--- src/design/smm_pkg.sv ---
// Shared types and constants for the square matrix multiplier.
// Used by smm_feed, smm_cell and square_matrix_multiply_top; no dependencies.
package smm_pkg;

    // Default largest matrix dimension the storage is built for.
    localparam int MAX_DIM_DEF = 16;

    // Field widths.
    localparam int IDX_FW  = 4;
    localparam int DATA_W  = 32;
    localparam int DIM_W   = 5;

    // Largest dimension the index fields can express.
    localparam int FIELD_DIM = 16;

    // Input action codes.
    localparam logic [1:0] ACT_LOAD_A  = 2'd0;
    localparam logic [1:0] ACT_LOAD_B  = 2'd1;
    localparam logic [1:0] ACT_COMPUTE = 2'd2;

    // Kind of token that travels down the cell chain.
    typedef enum logic [1:0] {
        K_LOAD_A,
        K_LOAD_B,
        K_COMP
    } t_kind;

    // One token of the chain. For loads, data holds the element value;
    // for compute tokens it holds the running dot product.
    typedef struct packed {
        logic                valid;
        t_kind               kind;
        logic [IDX_FW-1:0]   row;
        logic [IDX_FW-1:0]   col;
        logic [DATA_W-1:0]   data;
        logic                last;
    } t_tok;

    // Sequencer states at the head of the chain.
    typedef enum logic {
        ST_IDLE,
        ST_RUN
    } t_state;

endpackage

--- src/design/smm_cell.sv ---
// One cell of the multiply chain: holds column K of A and row K of B.
// Depends on smm_pkg for the token type.
module smm_cell
    import smm_pkg::*;
#(
    parameter int MAX_DIM = MAX_DIM_DEF,
    parameter int K       = 0
) (
    input  logic i_clk,
    input  logic i_rst_n,
    input  logic i_en,
    input  logic i_act,
    input  t_tok i_tok,
    output t_tok o_tok
);

    localparam int IDX_W = $clog2(MAX_DIM);

    logic [DATA_W-1:0] r_amem [MAX_DIM];
    logic [DATA_W-1:0] r_bmem [MAX_DIM];
    logic [DATA_W-1:0] r_a;
    logic [DATA_W-1:0] r_b;
    logic [DATA_W-1:0] r_p;
    t_tok              r_t1;
    t_tok              r_t2;
    t_tok              r_t3;
    t_tok              n_t3;
    logic [IDX_W-1:0]  w_row;
    logic [IDX_W-1:0]  w_col;

    assign w_row = IDX_W'(i_tok.row);
    assign w_col = IDX_W'(i_tok.col);

    // Element storage: A[row][K] lives at address row, B[K][col] at address col.
    always_ff @(posedge i_clk) begin
        if (i_en) begin
            if (i_tok.valid && i_tok.kind == K_LOAD_A && w_col == IDX_W'(K)) begin
                r_amem[w_row] <= i_tok.data;
            end
            if (i_tok.valid && i_tok.kind == K_LOAD_B && w_row == IDX_W'(K)) begin
                r_bmem[w_col] <= i_tok.data;
            end
            r_a <= r_amem[w_row];
            r_b <= r_bmem[w_col];
        end
    end

    // Product stage; cells beyond the active dimension add nothing.
    always_ff @(posedge i_clk) begin
        if (i_en) begin
            r_p <= i_act ? r_a * r_b : '0;
        end
    end

    // Accumulate into compute tokens, pass loads through untouched.
    always_comb begin
        n_t3 = r_t2;
        if (r_t2.kind == K_COMP) begin
            n_t3.data = r_t2.data + r_p;
        end
    end

    // Token delay line alongside the read and multiply stages.
    always_ff @(posedge i_clk) begin
        if (!i_rst_n) begin
            r_t1.valid <= 1'b0;
            r_t2.valid <= 1'b0;
            r_t3.valid <= 1'b0;
        end else if (i_en) begin
            r_t1 <= i_tok;
            r_t2 <= r_t1;
            r_t3 <= n_t3;
        end
    end

    assign o_tok = r_t3;

endmodule

--- config.mk ---
export PLATFORM = sky130hd
export DESIGN_NAME = smm_cell
export DESIGN_NICKNAME = d
export VERILOG_FILES = /design/src/design/smm_pkg.sv /design/src/design/smm_cell.sv
export SDC_FILE = /design/constraint.sdc
export NUM_CORES = 2
export LEC_CHECK = 0
export ABC_AREA = 1
export BUFFER_PORTS_ARGS = -buffer_cell sky130_fd_sc_hd__buf_4
export CAP_MARGIN = 10
export CORE_ASPECT_RATIO = 0.75
export CORE_MARGIN = 1.5
export CORE_UTILIZATION = 40
export CTS_BUF_LIST = sky130_fd_sc_hd__clkbuf_4 sky130_fd_sc_hd__clkbuf_8
export CTS_CLUSTER_DIAMETER = 80
export DETAILED_ROUTE_END_ITERATION = 16
export PLACE_DENSITY_LB_ADDON = 0.2
export SYNTH_ARGS = -nofsm -noshare
export SYNTH_HDL_FRONTEND = slang
export SYNTH_SLANG_ARGS = --single-unit
export TNS_END_PERCENT = 20
--- constraint.sdc ---
create_clock -name i_clk -period 8.1 [get_ports i_clk]
set_input_delay 1.62 -clock i_clk [delete_from_list [all_inputs] [get_ports i_clk]]
set_output_delay 1.62 -clock i_clk [all_outputs]
set_load 0.01 [all_outputs]
==> results.yml <==
timing:
  worst_slew_pin_slew_ns: 1.140
  relSlewSlack_pct: 23.99
  setup_violations: 0
  timing.setup.tns_ns: 0
  finalCritPeriodShare_pct: 92.99
  clock_skew_ns: 0.05792
  hold_violations: 0
  fmax_mhz: 132.8
  rsz0062_at_grt: "no"
  fin_hold_ws_ns: 0.4023
  min_period_ns: 7.532
  slew_violations: 0
worst_setup_path:
  worstPathArrival_ns: 8.31
  reg2regPathDepth: 21
  crit_top_cell: "fa_1"
  reg2reg_slack_ns: 0.57
  critical_path_class: "flip-flop to flip-flop"
  worstSetupStartpointType: "flip-flop"
  worstPathCellList: "buf_4 > nand2_1 > inv_1 > fa_1 > inv_1 > fa_1 > fa_1 > fa_1 > inv_1 > fa_1 > fa_1 > fa_1 > fa_1 > ha_1 > a21oi_1 > o21ai_0 > a211oi_1 > o21ai_0 > a21oi_1 > o21ai_0 > a21oi_1"
  cp_max_fo: 22
  cp.required_ns: 8.88
  cp-end-kind: "flip-flop"
  cpMaxStageDelayCell: "edfxtp_1"
  crit_path_max_incr_delay_ns: 1.05
detailed_routing:
  top_layer: "met5"
  dr_wl_met2_mm: 78.35
  wl_met3_mm: 16.65
  firstDrtPassIters: 5
  m1WireLength_mm: 83.05
  vias: 39670
  drc: 0
  viasPerCell: 5.355
  drt_iter0_drc: 4269
  ant_nets: 0
  wl_mm: 182.1
  routedWlPerCell_um: 24.58
clock_network:
  cts_root_buf: "clkbuf_8"
  clock_path_buffers: 3
  cts_resized: 0
  numCtsBuffers: 192
  clk_pin_slew_ns: 0.07
  clock_latency_ns: 0.93
  cts_sinks: 1252
  cts-htree-levels: 4
  holdBufCountCts: 0
  post_cts_buffers: 0
  cts_tree: "done"
synth:
  ys_ff_latch: 1252
  synth-edff-count: 1249
  synth_ff_type: "edfxtp_1"
  syn_avg_cell_area_um2: 12.59
  ys_seq_area_share_pct: 59.51
  syn_area_um2: 63120
  synth_cell_type_count: 51
  synth_nets: 5624
  yosys_warnings: 0
  syn_inst: 5013
  async_flop_share_pct: 0
final_layout:
  stdcell_area_um2: 70270
  final_core_util_pct: 44.75
  drive_gt1_share_pct: 10.49
  fin_nets: 5758
  syn_to_final_growth_pct: 11.33
run:
  cap_violations: 0
grt:
  grt_overflow_total: 0
  grt_pass1_vias: 39860
  antenna_found_initial: 16
  grt_usage_pct: 22.72
  grt_max_degree: 129
  grt_pass1_wl_mm: 266.2
pwr:
  ir_drop_v: 0.001304
  leakagePower_nw: 27.89
  total_power_mw: 31.74
  powerDensity_nw_per_um2: 451.7
hold_path:
  hp-class: "flip-flop to flip-flop"
  whs_path_depth: 0
floorplanning:
  start_util_pct: 40.20
  placementRows: 126
  die_h_um: 347.0
  coreArea_um2: 157000
  die_w_um: 461.7
  dieArea_um2: 160200
  io_pins: 92
placed_design:
  routabilityCongestion: 0.8923
  place_area_um2: 66430
  dp_hpwl_mm: 117.6
  port_buffers: 91
outcome:
  status: "complete, no violations"
-- layout make-up --
type	count	area [µm²]
Clock inverter	73	646.9
Sequential cell	1252	37570
Timing Repair Buffer	189	1431
Inverter	799	3014
Fill cell	14420	86750
Clock buffer	263	3176
Multi-Input combinational cell	2713	21780
Tap cell	2112	2643
Antenna cell	7	17.52
-- per-layer routing --
metal | vias to the layer above | GRT usage [%]
met2 | 1617 | 32.78
li1 | 17700 | -
met4 | 2 | 5.874
met1 | 20110 | 34.08
met5 | - | 0
met3 | 239 | 5.631
-- power breakdown --
| part | internal, mW | total, mW | switching [mW] | leakage (nW) |
|---|---|---|---|---|
| clock | 2.79 | 5.33 | 2.54 | 1.99 |
| combinational | 6.60 | 18.5 | 12.0 | 14.5 |
| sequential | 7.63 | 7.86 | 0.232 | 11.4 |
| total | 17.0 | 31.7 | 14.7 | 27.9 |
-- placed cells by master, fill, tap and decap left out, drive strengths merged, types with 65 or more instances in the layout --
master,synthesis,final
inv,794,808
nor2,121,121
buf,87,189
edfxtp,1249,1249
o21ai,65,65
fa,409,409
a21oi,342,342
a22oi,512,512
clkbuf,162,263
ha,154,154
nand2,833,833
-- critical path: cells and delay by family (launching register included) --
family                   cells  cell delay [ns]
AO/OA/AOI/OAI                7             1.36
adder cells (fa/ha/maj)      9             4.37
buffers and inverters        4             0.54
flip-flops                   1             1.05
AND/OR/NAND/NOR              1             0.06
-- cell families after synthesis --
group,after synthesis,synth area share [%]
compound gates,990,10.18
simple gates,1133,7.461
buf+inv,1048,6.442
flops,1252,59.51
fa+ha+maj,563,16.02
xor+xnor,27,0.3746
-- sequential cells by signal, summed over array words and instances, names as in the netlist --
register  cells
r_amem      512
r_t1         44
r_p          32
r_b          32
n_t3         12
r_t2         32
o_tok        44
r_a          32
r_bmem      512
-- synthesized netlist by cell type (15+ instances only) --
cell / instances / area share (%)
clkbuf_1: 159 / 0.95
nor3_1: 15 / 0.12
o21ai_0: 60 / 0.48
buf_1: 17 / 0.10
nand3_1: 63 / 0.50
fa_1: 409 / 13
ha_1: 154 / 3.1
a31oi_1: 16 / 0.16
nand4_1: 17 / 0.17
a21o_1: 15 / 0.18
buf_2: 58 / 0.46
a22oi_1: 512 / 6.1
nor2_1: 121 / 0.72
xnor2_1: 16 / 0.22
or4_1: 64 / 0.76
nand2_1: 832 / 4.9
inv_1: 785 / 4.7
edfxtp_1: 1249 / 59
a21oi_1: 340 / 2.7
-- final timing paths --
kind / end / startpoint
worst max-delay path: r_p[28]$_SDFFCE_PN0P_ / r_b[3]$_DFFE_PP_
worst min-delay path: r_t2[14]$_DFFE_PP_ / r_t1[14]$_DFFE_PP_
worst max register to register: r_p[28]$_SDFFCE_PN0P_ / r_b[3]$_DFFE_PP_
worst min register to register: r_t2[14]$_DFFE_PP_ / r_t1[14]$_DFFE_PP_
-- per-stage QoR --
stage | worst slack [ns] | cells
6_report | 0.5676 | 7408
5_1_grt | 0.2643 | 7404
4_1_cts | 0.6110 | 7401
3_5_place_dp | 0.6094 | 7065
3_3_place_gp | 0.6417 | 7065
2_1_floorplan | 1.555 | 5013
Power figures use the tool's default switching activity.
