--- src/design/smm_pkg.sv ---
// Shared types and constants for the square matrix multiplier.
// Used by smm_feed, smm_cell and square_matrix_multiply_top; no dependencies.
package smm_pkg;

    // Default largest matrix dimension the storage is built for.
    localparam int MAX_DIM_DEF = 16;

    // Field widths.
    localparam int IDX_FW  = 4;
    localparam int DATA_W  = 32;
    localparam int DIM_W   = 5;

    // Largest dimension the index fields can express.
    localparam int FIELD_DIM = 16;

    // Input action codes.
    localparam logic [1:0] ACT_LOAD_A  = 2'd0;
    localparam logic [1:0] ACT_LOAD_B  = 2'd1;
    localparam logic [1:0] ACT_COMPUTE = 2'd2;

    // Kind of token that travels down the cell chain.
    typedef enum logic [1:0] {
        K_LOAD_A,
        K_LOAD_B,
        K_COMP
    } t_kind;

    // One token of the chain. For loads, data holds the element value;
    // for compute tokens it holds the running dot product.
    typedef struct packed {
        logic                valid;
        t_kind               kind;
        logic [IDX_FW-1:0]   row;
        logic [IDX_FW-1:0]   col;
        logic [DATA_W-1:0]   data;
        logic                last;
    } t_tok;

    // Sequencer states at the head of the chain.
    typedef enum logic {
        ST_IDLE,
        ST_RUN
    } t_state;

endpackage

--- src/design/smm_feed.sv ---
// Sequencer at the head of the chain: turns input items into chain tokens.
// Depends on smm_pkg for codes, the token type and the state type.
module smm_feed
    import smm_pkg::*;
(
    input  logic              i_clk,
    input  logic              i_rst_n,
    input  logic              i_en,
    input  logic [DIM_W-1:0]  i_dim,
    input  logic              i_valid,
    input  logic [1:0]        i_action,
    input  logic [IDX_FW-1:0] i_row,
    input  logic [IDX_FW-1:0] i_col,
    input  logic [DATA_W-1:0] i_value,
    output logic              o_ready,
    output logic              o_busy,
    output t_tok              o_tok
);

    t_state            r_state;
    t_state            n_state;
    logic [IDX_FW-1:0] r_row;
    logic [IDX_FW-1:0] n_row;
    logic [IDX_FW-1:0] r_col;
    logic [IDX_FW-1:0] n_col;
    logic              w_take;
    logic              w_row_in;
    logic              w_col_in;
    logic              w_run_last;

    assign w_take     = i_valid && o_ready;
    assign w_row_in   = {1'b0, i_row} < i_dim;
    assign w_col_in   = {1'b0, i_col} < i_dim;
    assign w_run_last = (DIM_W'(r_col) + DIM_W'(1)) == i_dim;

    // Next state: a compute item of more than one column enters the run state.
    always_comb begin
        n_state = r_state;
        n_row   = r_row;
        n_col   = r_col;
        unique case (r_state)
            ST_IDLE: begin
                if (w_take && i_action == ACT_COMPUTE && w_row_in && i_dim != DIM_W'(1)) begin
                    n_state = ST_RUN;
                    n_row   = i_row;
                    n_col   = IDX_FW'(1);
                end
            end
            ST_RUN: begin
                if (i_en) begin
                    n_col = r_col + IDX_FW'(1);
                    if (w_run_last) begin
                        n_state = ST_IDLE;
                    end
                end
            end
            default: n_state = ST_IDLE;
        endcase
    end

    // Outputs: handshake and the token handed to the first cell.
    always_comb begin
        o_ready        = 1'b0;
        o_busy         = 1'b0;
        o_tok.valid    = 1'b0;
        o_tok.kind     = K_COMP;
        o_tok.row      = i_row;
        o_tok.col      = i_col;
        o_tok.data     = i_value;
        o_tok.last     = 1'b0;
        unique case (r_state)
            ST_IDLE: begin
                o_ready = i_en;
                if (i_action == ACT_LOAD_A) begin
                    o_tok.kind  = K_LOAD_A;
                    o_tok.valid = w_take && w_row_in && w_col_in;
                end else if (i_action == ACT_LOAD_B) begin
                    o_tok.kind  = K_LOAD_B;
                    o_tok.valid = w_take && w_row_in && w_col_in;
                end else if (i_action == ACT_COMPUTE) begin
                    o_tok.col   = '0;
                    o_tok.data  = '0;
                    o_tok.last  = i_dim == DIM_W'(1);
                    o_tok.valid = w_take && w_row_in;
                end
            end
            ST_RUN: begin
                o_busy      = 1'b1;
                o_tok.valid = 1'b1;
                o_tok.row   = r_row;
                o_tok.col   = r_col;
                o_tok.data  = '0;
                o_tok.last  = w_run_last;
            end
            default: o_busy = 1'b0;
        endcase
    end

    always_ff @(posedge i_clk) begin
        if (!i_rst_n) begin
            r_state <= ST_IDLE;
        end else begin
            r_state <= n_state;
        end
    end

    always_ff @(posedge i_clk) begin
        r_row <= n_row;
        r_col <= n_col;
    end

endmodule

--- config.mk ---
export PLATFORM = sky130hd
export DESIGN_NAME = smm_feed
export DESIGN_NICKNAME = d
export VERILOG_FILES = /design/src/design/smm_pkg.sv /design/src/design/smm_feed.sv
export SDC_FILE = /design/constraint.sdc
export NUM_CORES = 1
export LEC_CHECK = 0
export BUFFER_PORTS_ARGS = -buffer_cell sky130_fd_sc_hd__buf_4
export CORE_UTILIZATION = 35
export DETAILED_ROUTE_END_ITERATION = 8
export GPL_TIMING_DRIVEN = 0
export PLACE_DENSITY = 0.82
export RECOVER_POWER = 25
export SLEW_MARGIN = 20
export SYNTH_ARGS = -nofsm -noshare
export SYNTH_HDL_FRONTEND = slang
export SYNTH_SLANG_ARGS = --single-unit
--- constraint.sdc ---
create_clock -name i_clk -period 2.03 [get_ports i_clk]
set_clock_uncertainty 0.1 [all_clocks]
set_input_delay 0.203 -clock i_clk [delete_from_list [all_inputs] [get_ports i_clk]]
set_output_delay 0.203 -clock i_clk [all_outputs]
set_load 0.01 [all_outputs]
==> reports/summary.md <==
- output port — category of the worst setup path capture point
- 310 uV — peak supply drop
- 0.27 ns — clock latency reported for the late side of the worst-skew pair
- 66.7% — max_slew headroom
- 3 — cts bufs inserted
- 0 — antenna-violating nets left
- 5 — Register-to-Register Path Depth
- flip-flops — kind of cell with the highest combined delay on the critical path
- 0 — initial antenna violation count
- 13.0 um — detailed-route wire length per cell
- 27.7% — sequential fraction of the synthesis area
- built — clock tree from TritonCTS
- sky130_fd_sc_hd__and2_1 — cell with the most instances after synthesis
- 0 — Synthesis Warnings
- sky130_fd_sc_hd__edfxtp_1 (26%), sky130_fd_sc_hd__and2_1 (22%), sky130_fd_sc_hd__ha_1 (9.3%) — Area contributors post-synth
- 96 — number of input and output port buffers inserted
- 28 — number of distinct standard cells referenced by the synthesized netlist
- 97 — # IOs
- 2 — worst-path fanout max
- 168 — total nets after synthesis
- 49.1% — fraction of layout instances using a drive strength above 1
- 9 — number of storage elements in the synthesis netlist
- 0.850 nW — leakage power
- 8.54 um2 — Avg Inst Size Synth
- 2.01 ns — time the final worst path needs with I/O delays and setup
- yes — unrepaired setup endpoints after global routing
- 0.0160 ns — Worst Setup Slack, final
- sky130_fd_sc_hd__clkbuf_4 — Clock Root Buffer
- 2 — number of instances on the worst hold path
- 0.500 ns — transition time of the tightest slew-check pin
- 2.73 mm — Final HPWL DP
- 1 — critical path buffer and inverter count
- input port to register — kind of path behind the tightest hold check
- 1.71 ns — CP Data Arrival Time
- 11 — maximum number of pins on one net before global-route repair
- 0 — max-capacitance violation count
- 271 — final layout net count
- 4.85 — via/cell ratio
- 0.40 ns — highest cell delay on the worst timing path
- 689 uW — overall power after layout
- 3.14 mm — final routed wirelength across all metal layers
- 18 — num rows
- 221 — number of filler cells placed in the layout
- complete, no violations — run status
- 0.497 GHz — Peak Freq
- 1 — deepest level of the CTS H-tree
- 1073 — vias in the first global route
- register — type of origin of the critical path
- 4 — DR pass1 iterations
- 4.33 mm — global-route wire length before repair
- 0 — overall overflow remaining after global route
- 0.841 — routability congestion estimate
- sky130_fd_sc_hd__edfxtp_1 — cell type contributing the most total cell area after synthesis
- 20.5% — Overall Global Routing Usage
- 0 — final number of hold-violating endpoints
- 1173 — routed via count
- 940 um2 — post-synth design cell area
- 37.6% — initial core utilization
- 53.8 um — DIE HEIGHT
- 8 — count of flip-flops with a built-in enable after synthesis
- 0.0587 ns — Worst Hold Margin
- 0 — Remaining DRCs
- register to output port — crit path kind
- 0 — Final Max Slew Viols
- ha_2, xor2_1, nor3_2, nand3_1, o21ai_1, buf_4 — critical-path cell list
- 99.2% — final clock period utilization by the worst path
- 2500 um2 — core region area
- sky130_fd_sc_hd__and2_1 (33), sky130_fd_sc_hd__edfxtp_1 (8), sky130_fd_sc_hd__ha_1 (7) — Post-synth top cells
- 68.9% — post-route core utilization
- 0.08 ns — Worst-path clk slew
- 0 — Ant. Diodes
- sky130_fd_sc_hd__edfxtp_1 — Max stage delay cell, worst path
- 25.6% — fraction of synthesized cell area taken by the top area cell type
- 0.00925 ns — Setup WS pre-CTS
- 400 nW/um2 — PD cells
- 6 — Crit path depth
- sky130_fd_sc_hd__edfxtp_1 — Post-synth top flop
- 1.73 ns — data required time of the worst path
- 110 — synthesized instance count
- 9 — number of sinks handled by clock tree synthesis
- 2900 um2 — die area
- 0 — count of final setup violators
- 2 — Max Root-Sink Buffers
- 0% — share of synthesized flip-flops with an asynchronous set or reset
- 11 — number of design-rule violations left by the first detailed-router iteration
- 83.4% — synthesis-to-finish area growth
- 0 ns — Final TNS setup
- 53.8 um — width of the die
-- worst paths after layout --
| path | startpoint | to | slack (ns) |
|---|---|---|---|
| worst max-delay path | r_col[0] | o_tok[0] | 0.02 |
| worst min register to register | r_col[3] | r_col[3] | 0.61 |
| worst max register to register | r_state | r_col[0] | 0.26 |
| worst min-delay path | i_rst_n | r_state | 0.06 |
-- routing by layer --
layer	GRT usage [%]	part of all wire [%]	vias to the layer above
li1	-	-	578
met1	20.6	35	530
met2	41.4	55	63
met3	4.52	9.4	2
met4	5.26	0.45	0
met5	0	0	-
-- flip-flops by register name, indices dropped and copies added (netlist names) --
register	count
r_col	4
r_row	4
r_state	1
-- repair_timing --
| action | 4_1_cts | 5_1_grt |
|---|---|---|
| pin swaps | 1 | 0 |
| buffers inserted | 2 | 0 |
| hold buffers | 0 | 0 |
| endpoints found under the setup margin | 1 | 5 |
| gates resized for setup | 3 | 1 |
-- area by class of cell --
class                           count  area, um2  area share [%]
Tap cell                           30       37.5            2.18
Clock buffer                        4       26.3            1.53
Sequential cell                     9        260            15.1
Timing Repair Buffer               98        709            41.2
Buffer                              4       15.0           0.871
Multi-Input combinational cell     91        652            37.8
Inverter                            6       22.5            1.31
-- cell families (layout without fill, tap and decap cells) --
kind of cell | Yosys count | after routing | synth area share [%]
fa+ha+maj | 7 | 7 | 9.32
compound gates | 14 | 14 | 10.7
xor+xnor | 7 | 7 | 6.52
flops | 9 | 9 | 27.7
buf+inv | 10 | 112 | 3.99
simple gates | 59 | 59 | 37.0
mux | 4 | 4 | 4.79
-- power breakdown --
group          internal, mW  switching (mW)
sequential            0.205         0.00293
combinational         0.193           0.141
clock                0.0757          0.0704
total                 0.474           0.214
-- cell usage in the layout, fill, tap and decap left out, types with 2 or more instances in the layout --
cell type / netlist / routed
sky130_fd_sc_hd__nand3_1: 6 / 6
sky130_fd_sc_hd__nor2b_1: 3 / 3
sky130_fd_sc_hd__inv_1: 6 / 6
sky130_fd_sc_hd__ha_1: 7 / 6
sky130_fd_sc_hd__clkbuf_4: 0 / 3
sky130_fd_sc_hd__xnor2_1: 5 / 4
sky130_fd_sc_hd__a22o_1: 2 / 2
sky130_fd_sc_hd__and2_1: 33 / 33
sky130_fd_sc_hd__nor2_1: 5 / 5
sky130_fd_sc_hd__xor2_1: 2 / 2
sky130_fd_sc_hd__nand2_1: 4 / 4
sky130_fd_sc_hd__edfxtp_1: 8 / 8
sky130_fd_sc_hd__and4_1: 2 / 2
sky130_fd_sc_hd__nand2b_1: 3 / 3
sky130_fd_sc_hd__mux2_2: 4 / 4
sky130_fd_sc_hd__clkbuf_1: 4 / 11
sky130_fd_sc_hd__buf_4: 0 / 91
sky130_fd_sc_hd__o21ai_0: 3 / 2
sky130_fd_sc_hd__a21oi_1: 2 / 2
-- stage by stage --
step	instance area (um2)	std cells
after floorplan	940	110
after global placement	1700	236
after detailed placement	1700	236
after CTS	1750	242
after global routing	1720	242
final	1720	242
-- worst register-to-register path: stages, from the launching register on --
cell and delay (ns):
sky130_fd_sc_hd__dfxtp_1 0.37, sky130_fd_sc_hd__nor2b_1 0.17, sky130_fd_sc_hd__nand3_1 0.12, sky130_fd_sc_hd__nor2_1 0.09, sky130_fd_sc_hd__and4_1 0.36, sky130_fd_sc_hd__a21o_1 0.24
Note: power is estimated with default switching activity, not from simulation.
